[config.mk]
export PLATFORM = sky130hd
export DESIGN_NAME = two_step_path_counter_flat
export DESIGN_NICKNAME = d
export VERILOG_FILES = /design/src/hw/rtl/tspc_pkg.sv /design/src/hw/rtl/tspc_in_if.sv /design/src/hw/rtl/tspc_out_if.sv /design/src/hw/rtl/two_step_path_counter.sv /design/src/flat_wrapper.sv
export VERILOG_INCLUDE_DIRS = /design/src /design/src/hw/rtl
export SDC_FILE = /design/constraint.sdc
export NUM_CORES = 1
export LEC_CHECK = 0
export ABC_AREA = 1
export BUFFER_PORTS_ARGS = -buffer_cell sky130_fd_sc_hd__buf_2
export CAP_MARGIN = 20
export CORE_MARGIN = 1
export CORE_UTILIZATION = 58
export CTS_BUF_LIST = sky130_fd_sc_hd__clkbuf_8
export DETAILED_ROUTE_END_ITERATION = 10
export GPL_TIMING_DRIVEN = 0
export PLACE_DENSITY = 0.86
export SLEW_MARGIN = 30
export SYNTH_ARGS = -nofsm -noshare
export SYNTH_HDL_FRONTEND = slang
export SYNTH_SLANG_ARGS = --single-unit
[constraint.sdc]
create_clock -name clk_i -period 6.12 [get_ports clk_i]
set_input_delay 0.612 -clock clk_i [delete_from_list [all_inputs] [get_ports clk_i]]
set_output_delay 0.612 -clock clk_i [all_outputs]
set_load 0.01 [all_outputs]
[src/hw/rtl/assert_macros.svh]
// Assertion macros shared by the RTL of the path counter.
// Expects clk_i and rst_ni in the scope of each use.
`ifndef ASSERT_MACROS_SVH
`define ASSERT_MACROS_SVH

// Check a condition on every clock edge outside reset.
`define ASSERT_ALWAYS(label, cond, msg) \
  label: assert property (@(posedge clk_i) disable iff (!rst_ni) (cond)) else $error(msg);

// Check that a condition implies another one in the same cycle.
`define ASSERT_IMPLIES(label, ante, cons, msg) \
  label: assert property (@(posedge clk_i) disable iff (!rst_ni) (ante) |-> (cons)) \
    else $error(msg);

// Check that a condition implies another one in the next cycle.
`define ASSERT_NEXT(label, ante, cons, msg) \
  label: assert property (@(posedge clk_i) disable iff (!rst_ni) (ante) |=> (cons)) \
    else $error(msg);

`endif

[src/hw/rtl/tspc_pkg.sv]
// Package of the two-step path counter: widths, op codes and state codes.
// No dependencies.
`default_nettype none

package tspc_pkg;

  localparam int unsigned MAX_VERTICES = 8;
  localparam int unsigned VTX_W        = 3;
  localparam int unsigned ROW_DEPTH    = 2 ** VTX_W;
  localparam int unsigned CNT_W        = 4;
  localparam int unsigned OP_W         = 2;

  typedef logic [VTX_W-1:0]     vtx_t;
  typedef logic [CNT_W-1:0]     cnt_t;
  typedef logic [ROW_DEPTH-1:0] row_t;

  typedef enum logic [OP_W-1:0] {
    OP_CLEAR  = 2'd0,
    OP_EDGE   = 2'd1,
    OP_SQUARE = 2'd2
  } op_e;

  typedef enum logic [1:0] {
    ST_IDLE = 2'b01,
    ST_RUN  = 2'b10
  } state_e;

endpackage

`default_nettype wire

[src/hw/rtl/tspc_in_if.sv]
// Input channel of the two-step path counter: valid/ready plus one item.
// Depends on tspc_pkg.
`default_nettype none

interface tspc_in_if;
  logic                     valid;
  logic                     ready;
  logic [tspc_pkg::OP_W-1:0] op;
  tspc_pkg::vtx_t           source_vertex;
  tspc_pkg::vtx_t           target_vertex;

  modport source (output valid, output op, output source_vertex, output target_vertex,
                  input ready);
  modport sink   (input valid, input op, input source_vertex, input target_vertex,
                  output ready);
endinterface

`default_nettype wire

[src/hw/rtl/tspc_out_if.sv]
// Result channel of the two-step path counter: valid/ready plus one result.
// Depends on tspc_pkg.
`default_nettype none

interface tspc_out_if;
  logic           valid;
  logic           ready;
  tspc_pkg::vtx_t row_index;
  tspc_pkg::vtx_t column_index;
  tspc_pkg::cnt_t walk_count;
  logic           last;

  modport source (output valid, output row_index, output column_index,
                  output walk_count, output last, input ready);
  modport sink   (input valid, input row_index, input column_index,
                  input walk_count, input last, output ready);
endinterface

`default_nettype wire

[src/hw/rtl/two_step_path_counter.sv]
// Top level of the two-step path counter: adjacency matrix and square sequencer.
// Depends on tspc_pkg, tspc_in_if, tspc_out_if and assert_macros.svh.
//
// The block holds an 8x8 0/1 adjacency matrix in flip-flops. A clear or edge
// item is taken whenever the block is idle. A square item walks the active
// rows and columns with one shared AND-and-popcount unit, one matrix entry per
// cycle unless the result side stalls, and the input stays not ready until all
// n*n entries (n = vertex count saturated to MAX_VERTICES) have been emitted;
// with n = 0 it is taken and emits nothing. Results leave through an output
// register, row-major, with last on the final entry.
// Write the vertex count only while no square item is in progress.
`default_nettype none

`include "assert_macros.svh"

module two_step_path_counter (
  input  wire logic        clk_i,
  input  wire logic        rst_ni,
  input  wire logic        cfg_we_i,
  input  wire logic [3:0]  cfg_data_i,
  tspc_in_if.sink          item_i,
  tspc_out_if.source       result_o
);

  tspc_pkg::row_t   rows_q [tspc_pkg::ROW_DEPTH];
  tspc_pkg::cnt_t   vertex_count_q;
  tspc_pkg::state_e state_q, state_d;
  tspc_pkg::vtx_t   row_q, row_d;
  tspc_pkg::vtx_t   col_q, col_d;

  logic             out_valid_q;
  tspc_pkg::vtx_t   out_row_q;
  tspc_pkg::vtx_t   out_col_q;
  tspc_pkg::cnt_t   out_cnt_q;
  logic             out_last_q;

  tspc_pkg::cnt_t   act_n;
  tspc_pkg::cnt_t   act_last;
  tspc_pkg::row_t   act_mask;
  tspc_pkg::row_t   col_vec;
  tspc_pkg::row_t   hit_vec;
  tspc_pkg::cnt_t   walk_cnt;
  logic             item_xfer;
  logic             emit;
  logic             row_end;
  logic             mat_end;
  tspc_pkg::op_e    op;

  assign act_n = (vertex_count_q > tspc_pkg::CNT_W'(tspc_pkg::MAX_VERTICES)) ?
                 tspc_pkg::CNT_W'(tspc_pkg::MAX_VERTICES) : vertex_count_q;
  assign act_last = act_n - tspc_pkg::CNT_W'(1);

  assign op        = tspc_pkg::op_e'(item_i.op);
  assign item_xfer = item_i.valid && item_i.ready;
  assign item_i.ready = (state_q == tspc_pkg::ST_IDLE);

  // shared unit: AND row r with column c over active vertices, then count
  always_comb begin
    for (int p = 0; p < tspc_pkg::ROW_DEPTH; p++) begin
      act_mask[tspc_pkg::VTX_W'(p)] = (tspc_pkg::CNT_W'(p) < act_n);
      col_vec[tspc_pkg::VTX_W'(p)]  = rows_q[tspc_pkg::VTX_W'(p)][col_q];
    end
    hit_vec  = rows_q[row_q] & col_vec & act_mask;
    walk_cnt = '0;
    for (int p = 0; p < tspc_pkg::ROW_DEPTH; p++) begin
      walk_cnt = walk_cnt + tspc_pkg::CNT_W'(hit_vec[tspc_pkg::VTX_W'(p)]);
    end
  end

  assign emit    = (state_q == tspc_pkg::ST_RUN) && (!out_valid_q || result_o.ready);
  assign row_end = ({1'b0, col_q} == act_last);
  assign mat_end = row_end && ({1'b0, row_q} == act_last);

  always_comb begin
    state_d = state_q;
    row_d   = row_q;
    col_d   = col_q;
    unique case (state_q)
      tspc_pkg::ST_IDLE: begin
        if (item_xfer && op == tspc_pkg::OP_SQUARE && act_n != '0) begin
          state_d = tspc_pkg::ST_RUN;
          row_d   = '0;
          col_d   = '0;
        end
      end
      tspc_pkg::ST_RUN: begin
        if (emit) begin
          if (mat_end) begin
            state_d = tspc_pkg::ST_IDLE;
          end else if (row_end) begin
            row_d = row_q + tspc_pkg::VTX_W'(1);
            col_d = '0;
          end else begin
            col_d = col_q + tspc_pkg::VTX_W'(1);
          end
        end
      end
      default: state_d = tspc_pkg::ST_IDLE;
    endcase
  end

  always_ff @(posedge clk_i or negedge rst_ni) begin
    if (!rst_ni) begin
      state_q        <= tspc_pkg::ST_IDLE;
      row_q          <= '0;
      col_q          <= '0;
      vertex_count_q <= tspc_pkg::CNT_W'(8);
      out_valid_q    <= 1'b0;
    end else begin
      state_q <= state_d;
      row_q   <= row_d;
      col_q   <= col_d;
      if (cfg_we_i) begin
        vertex_count_q <= cfg_data_i;
      end
      if (emit) begin
        out_valid_q <= 1'b1;
      end else if (result_o.ready) begin
        out_valid_q <= 1'b0;
      end
    end
  end

  always_ff @(posedge clk_i or negedge rst_ni) begin
    if (!rst_ni) begin
      for (int s = 0; s < tspc_pkg::ROW_DEPTH; s++) begin
        rows_q[tspc_pkg::VTX_W'(s)] <= '0;
      end
    end else if (item_xfer) begin
      case (op)
        tspc_pkg::OP_CLEAR: begin
          for (int s = 0; s < tspc_pkg::ROW_DEPTH; s++) begin
            rows_q[tspc_pkg::VTX_W'(s)] <= '0;
          end
        end
        tspc_pkg::OP_EDGE: begin
          if ({1'b0, item_i.source_vertex} < act_n &&
              {1'b0, item_i.target_vertex} < act_n) begin
            rows_q[item_i.source_vertex][item_i.target_vertex] <= 1'b1;
          end
        end
        default: ;
      endcase
    end
  end

  always_ff @(posedge clk_i) begin
    if (emit) begin
      out_row_q  <= row_q;
      out_col_q  <= col_q;
      out_cnt_q  <= walk_cnt;
      out_last_q <= mat_end;
    end
  end

  assign result_o.valid        = out_valid_q;
  assign result_o.row_index    = out_row_q;
  assign result_o.column_index = out_col_q;
  assign result_o.walk_count   = out_cnt_q;
  assign result_o.last         = out_last_q;

  `ASSERT_IMPLIES(a_run_in_range, state_q == tspc_pkg::ST_RUN,
                  ({1'b0, row_q} < act_n && {1'b0, col_q} < act_n), "walk index out of range")
  `ASSERT_IMPLIES(a_last_diag, result_o.valid && result_o.last,
                  result_o.row_index == result_o.column_index, "last off the diagonal")
  `ASSERT_NEXT(a_square_starts,
               item_xfer && op == tspc_pkg::OP_SQUARE && act_n != '0,
               state_q == tspc_pkg::ST_RUN && row_q == '0 && col_q == '0,
               "square item did not start the walk")
  `ASSERT_ALWAYS(a_count_bound, !result_o.valid ||
                 result_o.walk_count <= tspc_pkg::CNT_W'(tspc_pkg::MAX_VERTICES),
                 "walk count above vertex limit")

endmodule

`default_nettype wire

[src/flat_wrapper.sv]
// flat-port wrapper written by rule: the top's interface ports become plain ports
module two_step_path_counter_flat 
  (clk_i, rst_ni, cfg_we_i, cfg_data_i, item_i_valid, item_i_op, item_i_source_vertex, item_i_target_vertex, item_i_ready, result_o_valid, result_o_row_index, result_o_column_index, result_o_walk_count, result_o_last, result_o_ready);
  tspc_in_if item_i_i ();
  tspc_out_if result_o_i ();
  input  wire logic clk_i;
  input  wire logic rst_ni;
  input  wire logic cfg_we_i;
  input  wire logic [3:0] cfg_data_i;
  input wire logic [$bits(item_i_i.valid)-1:0] item_i_valid;
  input wire logic [$bits(item_i_i.op)-1:0] item_i_op;
  input wire logic [$bits(item_i_i.source_vertex)-1:0] item_i_source_vertex;
  input wire logic [$bits(item_i_i.target_vertex)-1:0] item_i_target_vertex;
  output wire logic [$bits(item_i_i.ready)-1:0] item_i_ready;
  output wire logic [$bits(result_o_i.valid)-1:0] result_o_valid;
  output wire logic [$bits(result_o_i.row_index)-1:0] result_o_row_index;
  output wire logic [$bits(result_o_i.column_index)-1:0] result_o_column_index;
  output wire logic [$bits(result_o_i.walk_count)-1:0] result_o_walk_count;
  output wire logic [$bits(result_o_i.last)-1:0] result_o_last;
  input wire logic [$bits(result_o_i.ready)-1:0] result_o_ready;
  assign item_i_i.valid = item_i_valid;
  assign item_i_i.op = item_i_op;
  assign item_i_i.source_vertex = item_i_source_vertex;
  assign item_i_i.target_vertex = item_i_target_vertex;
  assign item_i_ready = item_i_i.ready;
  assign result_o_valid = result_o_i.valid;
  assign result_o_row_index = result_o_i.row_index;
  assign result_o_column_index = result_o_i.column_index;
  assign result_o_walk_count = result_o_i.walk_count;
  assign result_o_last = result_o_i.last;
  assign result_o_i.ready = result_o_ready;
  two_step_path_counter u_core (.clk_i(clk_i), .rst_ni(rst_ni), .cfg_we_i(cfg_we_i), .cfg_data_i(cfg_data_i), .item_i(item_i_i), .result_o(result_o_i));
endmodule
==> run_results.csv, run 1 <==
group,metric,value,unit
status,run_status,"finished clean",
yosys,synth_top_cells_by_area,"sky130_fd_sc_hd__dfrtp_1 23%, sky130_fd_sc_hd__edfxtp_1 18%, sky130_fd_sc_hd__nand2_1 11%",
floorplanning,core.rowCount,16,
worst_hold_path,hold_class,"in2async",
clocking,cts_hold_repair.buffers,0,
drt,routed-via-count,945,
yosys,synth_area_per_cell,9.062,um2
sta,fin_crit_sh,0.3679,
power,clock_power_share,0.250,
power,total_leakage_power,0.7193,nW
finish,layout.core_utilization,0.7249,
power,share_seq_of_total_power,0.373,
critical_path,critical_path_peak_fanout,7,
critical_path,critPathKind,"reg2reg",
power,cellPowerDensity,378.3,mW/mm2
clocking,quantity_of_gates_resized_following_cts,0,
floorplanning,chipWidth,47.41,um
sta,hold_viol_final,0,
sta,fin_setup_tns,0,ns
yosys,synth.distinct_cells,27,
sta,clock-skew-final,0.008073,ns
yosys,syn_inst,132,
global_routing,grt_pass1_wl,3615,um
clocking,worst_path_clk_slew,0.08,ns
clocking,clock_sinks,20,
drt,route.final.wire_length,2271,um
job,timing.max_cap.violations,0,
clocking,ctsLongestPathBuffers,2,
power,pwr-share-comb,0.377,
yosys,netlist_area,0.001196,mm2
placed_design,dp_hpwl,1699,um
drt,route.antenna.remaining_nets,0,
drt,drcViolationCount,0,
floorplanning,full_die_area,0.002248,mm2
yosys,synth_largest_area_cell,"sky130_fd_sc_hd__dfrtp_1",
sta,final_max_slew_viol_count,0,
clocking,clock_tree.htree_level_count,1,
global_routing,grt_pass1_vias,866,
global_routing,largest_net_degree_at_the_start_of_global_routing,14,
critical_path,worstPathRequired,6.28,ns
placed_design,placed_area,0.001336,mm2
finish,most-common-layout-cells,"34 x sky130_fd_sc_hd__nand2_1, 19 x sky130_fd_sc_hd__buf_2, 13 x sky130_fd_sc_hd__inv_1, 11 x sky130_fd_sc_hd__nand3_1, 11 x sky130_fd_sc_hd__dfrtp_1",
power,internal_power,0.3384,mW
sta,maxSlewHeadroom,0.5764,
clocking,tritoncts_clock_tree,"done",
sta,layout_min_cycle_time,2.252,ns
clocking,cts_buffers,3,
sta,worstMarginPinSlew,0.6354,ns
global_routing,number_of_antenna_violations_at_the_first_check_in_global_routing,0,
power,netSwitchingFraction,0.3645,
critical_path,crit_path_start_kind,"register",
sta,fmax,0.4441,GHz
placed_design,numPortBuffers,19,
yosys,synth.yosys.warnings,0,
critical_path,end_kind,"register",
drt,post_drt_via_cell_ratio,5.108,
finish,design.final.nets,182,
floorplanning,core_region_area,0.001942,mm2
power,net-switching-power,0.1941,mW
drt,drt_iter0_drc,21,
floorplanning,design.portCount,30,
clocking,insertion_delay,0.27,ns
global_routing,grt_remaining_overflow,0,
yosys,synth.ff_latch_count,20,
power,vdd.ir_drop.worst,276.1,uV
finish,antenna_diode_count,0,
global_routing,track_usage,0.2373,
finish,post-route-cell-area,0.001408,mm2
floorplanning,die_height,47.41,um
sta,grt_setup_unrepaired,"no",
finish,synthToLayoutAreaGrowth,17.68,%
clocking,post_cts_buffers,0,
yosys,area_fraction_of_the_dominant_cell_type_after_synthesis,0.2301,
critical_path,cp.arrival,2.42,ns
drt,drt-pass1-iter-count,4,
drt,routedWlPerCell,12.28,um
clocking,cts.root.buffer_cell,"sky130_fd_sc_hd__clkbuf_8",
sta,report.final.setup_viol,0,
power,fin_total_pwr,0.5325,mW
floorplanning,initial_utilization,0.6160,
yosys,fraction_of_the_yosys_area_taken_by_sequential_cells,0.4498,
finish,drive_above_1_share,0.3101,
finish,layout_commonest_cell,"sky130_fd_sc_hd__nand2_1",
placed_design,place_congestion,0.7915,
-- worst max-delay path: stages (launching register included) --
cell	delay [ns]
sky130_fd_sc_hd__dfstp_2	0.53
sky130_fd_sc_hd__inv_2	0.08
sky130_fd_sc_hd__o21ai_0	0.29
sky130_fd_sc_hd__ha_1	0.33
sky130_fd_sc_hd__xor2_1	0.19
sky130_fd_sc_hd__and2_1	0.16
sky130_fd_sc_hd__nand3_2	0.11
sky130_fd_sc_hd__a21oi_2	0.25
sky130_fd_sc_hd__nand2_2	0.10
sky130_fd_sc_hd__nand2_1	0.08
sky130_fd_sc_hd__nand2_1	0.05
-- power by group through the flow --
stage                     Combinational, mW  Sequential [mW]  Clock [mW]
after floorplan                       0.146            0.204           0
after global placement                0.191            0.199           0
after detailed placement              0.200            0.201           0
after CTS                             0.202            0.199       0.133
after global routing                  0.230            0.204       0.137
final                                 0.201            0.199       0.133
-- sequential cells by signal (all words and copies together), names as in the netlist --
| signal | flops |
|---|---|
| u_core.result_o.valid | 1 |
| u_core.result_o.column_index | 3 |
| u_core.result_o.row_index | 3 |
| u_core.col_q | 3 |
| u_core.vertex_count_q | 4 |
| u_core.result_o.last | 1 |
| u_core.row_q | 3 |
| u_core.state_q | 2 |
-- stage by stage --
stage	hold WS (ns)	worst slack [ns]	instances
floorplan	0.3164	4.143	135
global placement	0.4644	4.020	181
detailed placement	0.4812	3.916	181
CTS	0.2468	3.852	185
global route	0.2551	3.694	185
finish	0.2308	3.868	185
-- logic make-up after synthesis --
family	share of synthesized area
xor+xnor	0.05022
other cells	0.003135
simple gates	0.3107
fa+ha+maj	0.06276
buf+inv	0.07218
mux	0.01883
flops	0.4498
compound gates	0.03242
-- final timing paths --
kind,from,to,slack [ns],depth (start not counted)
hold reg to reg,u_core.state_q[0],u_core.state_q[0],0.48,2
setup / recovery,u_core.vertex_count_q[3],u_core.row_q[2],3.87,10
min in group clk_i,u_core.state_q[0],u_core.state_q[0],0.48,2
hold / removal,rst_ni,u_core.row_q[1],0.23,1
max in group asynchronous,rst_ni,u_core.vertex_count_q[3],5.59,1
setup reg to reg,u_core.vertex_count_q[3],u_core.row_q[2],3.87,10
-- per-layer routing --
metal  vias up  wire, um  GRT usage
li1        470         -          -
met1       426       939     0.2627
met2        38      1145     0.4027
met3        11        85    0.04528
met4         0       100     0.1771
met5         -         0          0
-- synthesized netlist by cell type --
cell                       count
sky130_fd_sc_hd__and2_1        1
sky130_fd_sc_hd__nand3_4       1
sky130_fd_sc_hd__mux2_2        2
sky130_fd_sc_hd__nand3_2       5
sky130_fd_sc_hd__dfrtp_1      11
sky130_fd_sc_hd__xnor2_2       1
sky130_fd_sc_hd__xor2_1        3
sky130_fd_sc_hd__o21ai_0       3
sky130_fd_sc_hd__o21ai_1       1
sky130_fd_sc_hd__ha_1          6
sky130_fd_sc_hd__buf_4         4
sky130_fd_sc_hd__dfstp_2       2
sky130_fd_sc_hd__xnor2_1       2
sky130_fd_sc_hd__a21oi_1       2
sky130_fd_sc_hd__inv_1        13
sky130_fd_sc_hd__inv_2         2
sky130_fd_sc_hd__nand2_2       5
sky130_fd_sc_hd__a21oi_2       1
sky130_fd_sc_hd__nand2_1      34
sky130_fd_sc_hd__nor3_1        1
sky130_fd_sc_hd__nand3b_1      2
sky130_fd_sc_hd__nor2_1        8
sky130_fd_sc_hd__nand2_4       1
sky130_fd_sc_hd__nand3_1      11
sky130_fd_sc_hd__conb_1        1
sky130_fd_sc_hd__edfxtp_1      7
sky130_fd_sc_hd__nor2_4        2
-- layout make-up --
class                      instances  area, um2
tap                               27      33.78
multi-input combinational         96      583.1
sequential                        20      538.0
buffer                             4      30.03
clock inverter                     1      30.03
clock buffer                       3      41.29
fill                             141      534.3
timing repair buffer              19      95.09
inverter                          15      56.30
No activity file was read; power rests on OpenSTA's default activity.
==> run 2, diff against run 1 <==
--- a/config.mk
+++ b/config.mk
@@ -10,11 +10,11 @@
 export BUFFER_PORTS_ARGS = -buffer_cell sky130_fd_sc_hd__buf_2
 export CAP_MARGIN = 20
 export CORE_MARGIN = 1
-export CORE_UTILIZATION = 58
+export CORE_UTILIZATION = 49
 export CTS_BUF_LIST = sky130_fd_sc_hd__clkbuf_8
 export DETAILED_ROUTE_END_ITERATION = 10
 export GPL_TIMING_DRIVEN = 0
-export PLACE_DENSITY = 0.86
+export PLACE_DENSITY = 0.77
 export SLEW_MARGIN = 30
 export SYNTH_ARGS = -nofsm -noshare
 export SYNTH_HDL_FRONTEND = slang
==> constraint.sdc (replaced) <==
create_clock -name clk_i -period 1.94 [get_ports clk_i]
set_input_delay 0.194 -clock clk_i [delete_from_list [all_inputs] [get_ports clk_i]]
set_output_delay 0.194 -clock clk_i [all_outputs]
set_load 0.01 [all_outputs]
==> run 2 against run 1 <==
  * Design area increased by 6.7%
  * Wire length decreased by 4.0%
  * First-iteration DRC count decreased by 57%
  * Critical path type unchanged
  * Sequential share of layout area decreased by 2.1 points
  * Setup slack got worse by 3.9 ns
  * Critical path depth increased by 1
  * Largest power group unchanged
  * Clock skew decreased by 0.0043 ns
  * Hold slack got worse by 0.078 ns
  * Cell count increased by 3.2%
  * Utilization decreased by 5.9 points
  * Register-to-register slack got worse by 3.9 ns
==> run_results.csv, run 2 (same netlist as run 1, synthesis figures left out) <==
group,metric,value,unit
clocking,insertion_delay,0.25,ns
critical_path,worstPathRequired,2.13,ns
finish,n_fill_cell,176,
critical_path,critPathKind,"reg2reg",
floorplanning,design.portCount,30,
drt,post_drt_via_cell_ratio,4.911,
finish,most-common-layout-cells,"32 x sky130_fd_sc_hd__nand2_1, 19 x sky130_fd_sc_hd__buf_2, 13 x sky130_fd_sc_hd__inv_1, 11 x sky130_fd_sc_hd__nand3_1",
power,fin_total_pwr,1.665,mW
global_routing,number_of_antenna_violations_at_the_first_check_in_global_routing,0,
placed_design,place_congestion,0.8380,
clocking,clock_sinks,20,
global_routing,grt_pass1_wl,3836,um
finish,final-seq-area,541.8,um2
critical_path,end_kind,"register",
floorplanning,core.rowCount,17,
sta,timing.hold.ws,0.1530,ns
critical_path,critical_path_peak_fanout,8,
sta,grt_setup_unrepaired,"yes",
floorplanning,full_die_area,0.002642,mm2
worst_hold_path,hold_class,"in2reg",
sta,clock-skew-final,0.003753,ns
drt,drt_iter0_drc,9,
drt,drt-pass1-iter-count,6,
global_routing,largest_net_degree_at_the_start_of_global_routing,14,
sta,final_max_slew_viol_count,0,
drt,routed-via-count,938,
finish,synthToLayoutAreaGrowth,25.52,%
drt,route.final.wire_length,2181,um
drt,route.antenna.remaining_nets,0,
global_routing,grt_remaining_overflow,0,
status,run_status,"finished clean",
sta,hold_viol_final,0,
finish,layout.core_utilization,0.6659,
clocking,ctsLongestPathBuffers,2,
power,vdd.ir_drop.worst,905.1,uV
floorplanning,core_region_area,0.002255,mm2
clocking,cts_buffers,3,
clocking,worst_path_clk_slew,0.07,ns
critical_path,crit_path_start_kind,"register",
global_routing,track_usage,0.1975,
clocking,cts.root.buffer_cell,"sky130_fd_sc_hd__clkbuf_8",
power,cellPowerDensity,1109,mW/mm2
floorplanning,initial_utilization,0.5305,
floorplanning,die_height,51.41,um
sta,fin_crit_sh,0.9967,
clocking,tritoncts_clock_tree,"done",
sta,report.final.setup_viol,0,
drt,drcViolationCount,0,
global_routing,grt_pass1_vias,932,
finish,antenna_diode_count,0,
drt,routedWlPerCell,11.42,um
sta,layout_min_cycle_time,1.934,ns
finish,layout_commonest_cell,"sky130_fd_sc_hd__nand2_1",
clocking,clock_tree.htree_level_count,1,
critical_path,cp.arrival,2.13,ns
finish,largest_register_ffs,4,
finish,drive_above_1_share,0.3926,
finish,design.final.nets,187,
sta,fmax,0.5171,GHz
placed_design,dp_hpwl,1682,um
floorplanning,chipWidth,51.41,um
placed_design,numPortBuffers,19,
finish,multi_input_comb_area,645.6,um2
power,total_leakage_power,0.7415,nW
finish,top_register,"u_core.vertex_count_q",
job,timing.max_cap.violations,0,
==> run 2: cell count changes in the layout (fill, tap and decap cells not counted), moves of 2 or more <==
| cell | change |
|---|---|
| sky130_fd_sc_hd__nand2_2 | +2 |
| sky130_fd_sc_hd__dfrtp_2 | +3 |
| sky130_fd_sc_hd__a21oi_1 | -2 |
| sky130_fd_sc_hd__nand2_1 | -2 |
| sky130_fd_sc_hd__dfrtp_1 | -3 |
| sky130_fd_sc_hd__buf_4 | +4 |
==> run 2: what timing repair did <==
action / CTS / global route
setup endpoints to repair: 8 / 15
hold endpoints to repair: 11 / 0
pin swaps: 7 / 1
gates resized for setup: 10 / 5
hold buffers: 1 / 0
setup buffers: 3 / 1
==> run 2: worst max-delay path, stage by stage (launching register included) <==
cell,delay (ns)
sky130_fd_sc_hd__dfstp_2,0.55
sky130_fd_sc_hd__inv_4,0.06
sky130_fd_sc_hd__o21ai_4,0.16
sky130_fd_sc_hd__ha_4,0.24
sky130_fd_sc_hd__buf_4,0.13
sky130_fd_sc_hd__xor2_1,0.13
sky130_fd_sc_hd__nand2_1,0.10
sky130_fd_sc_hd__nor2_4,0.13
sky130_fd_sc_hd__nand3_4,0.13
sky130_fd_sc_hd__nand2_2,0.12
sky130_fd_sc_hd__nand2_1,0.05
sky130_fd_sc_hd__nand2_1,0.07
==> run 2: final timing paths <==
path	end	slack, ns	startpoint	cells after the start
max reg2reg	u_core.col_q[2]	0.006	u_core.vertex_count_q[3]	11
max	u_core.col_q[2]	0.006	u_core.vertex_count_q[3]	11
max in group asynchronous	u_core.vertex_count_q[3]	1.31	rst_ni	2
min reg2reg	u_core.state_q[0]	0.49	u_core.state_q[0]	2
min	u_core.vertex_count_q[3]	0.15	cfg_data_i[3]	3
min in group asynchronous	u_core.state_q[1]	0.35	rst_ni	2
==> run 2: cell type report <==
cell class,instances,area share
clock buffers,4,0.03667
multi-input cells,96,0.4300
plain buffers,4,0.02000
flip-flops and latches,20,0.3608
repair buffers,24,0.09000
inverters,15,0.03917
well taps,28,0.02333
==> run 2: through the flow <==
| stage | worst slack (ns) | area [um2] | std cells | TNS [ns] |
|---|---|---|---|---|
| after global routing | -0.1389 | 1501 | 191 | -1.049 |
| after CTS | -0.03675 | 1475 | 190 | -0.09868 |
| after detailed placement | -0.1477 | 1338 | 182 | -0.4975 |
| after global placement | -0.08247 | 1338 | 182 | -0.2521 |
| final | 0.006317 | 1501 | 191 | 0 |
| after floorplan | 0.03186 | 1207 | 135 | 0 |
==> run 2: routing by layer <==
metal  GRT usage  wire, um  up-vias  share of wire
met5           0         0        -              0
met4     0.07207        19        0         0.0087
met3     0.02679        58        2          0.027
met2      0.3593      1121       15           0.51
met1      0.2330       981      441           0.45
li1            -         -      480              -
==> run 2: where the power goes <==
| group | total (mW) | internal [mW] | switching [mW] |
|---|---|---|---|
| clock network | 0.318 | 0.180 | 0.138 |
| registers | 0.634 | 0.558 | 0.0758 |
| logic | 0.713 | 0.280 | 0.433 |
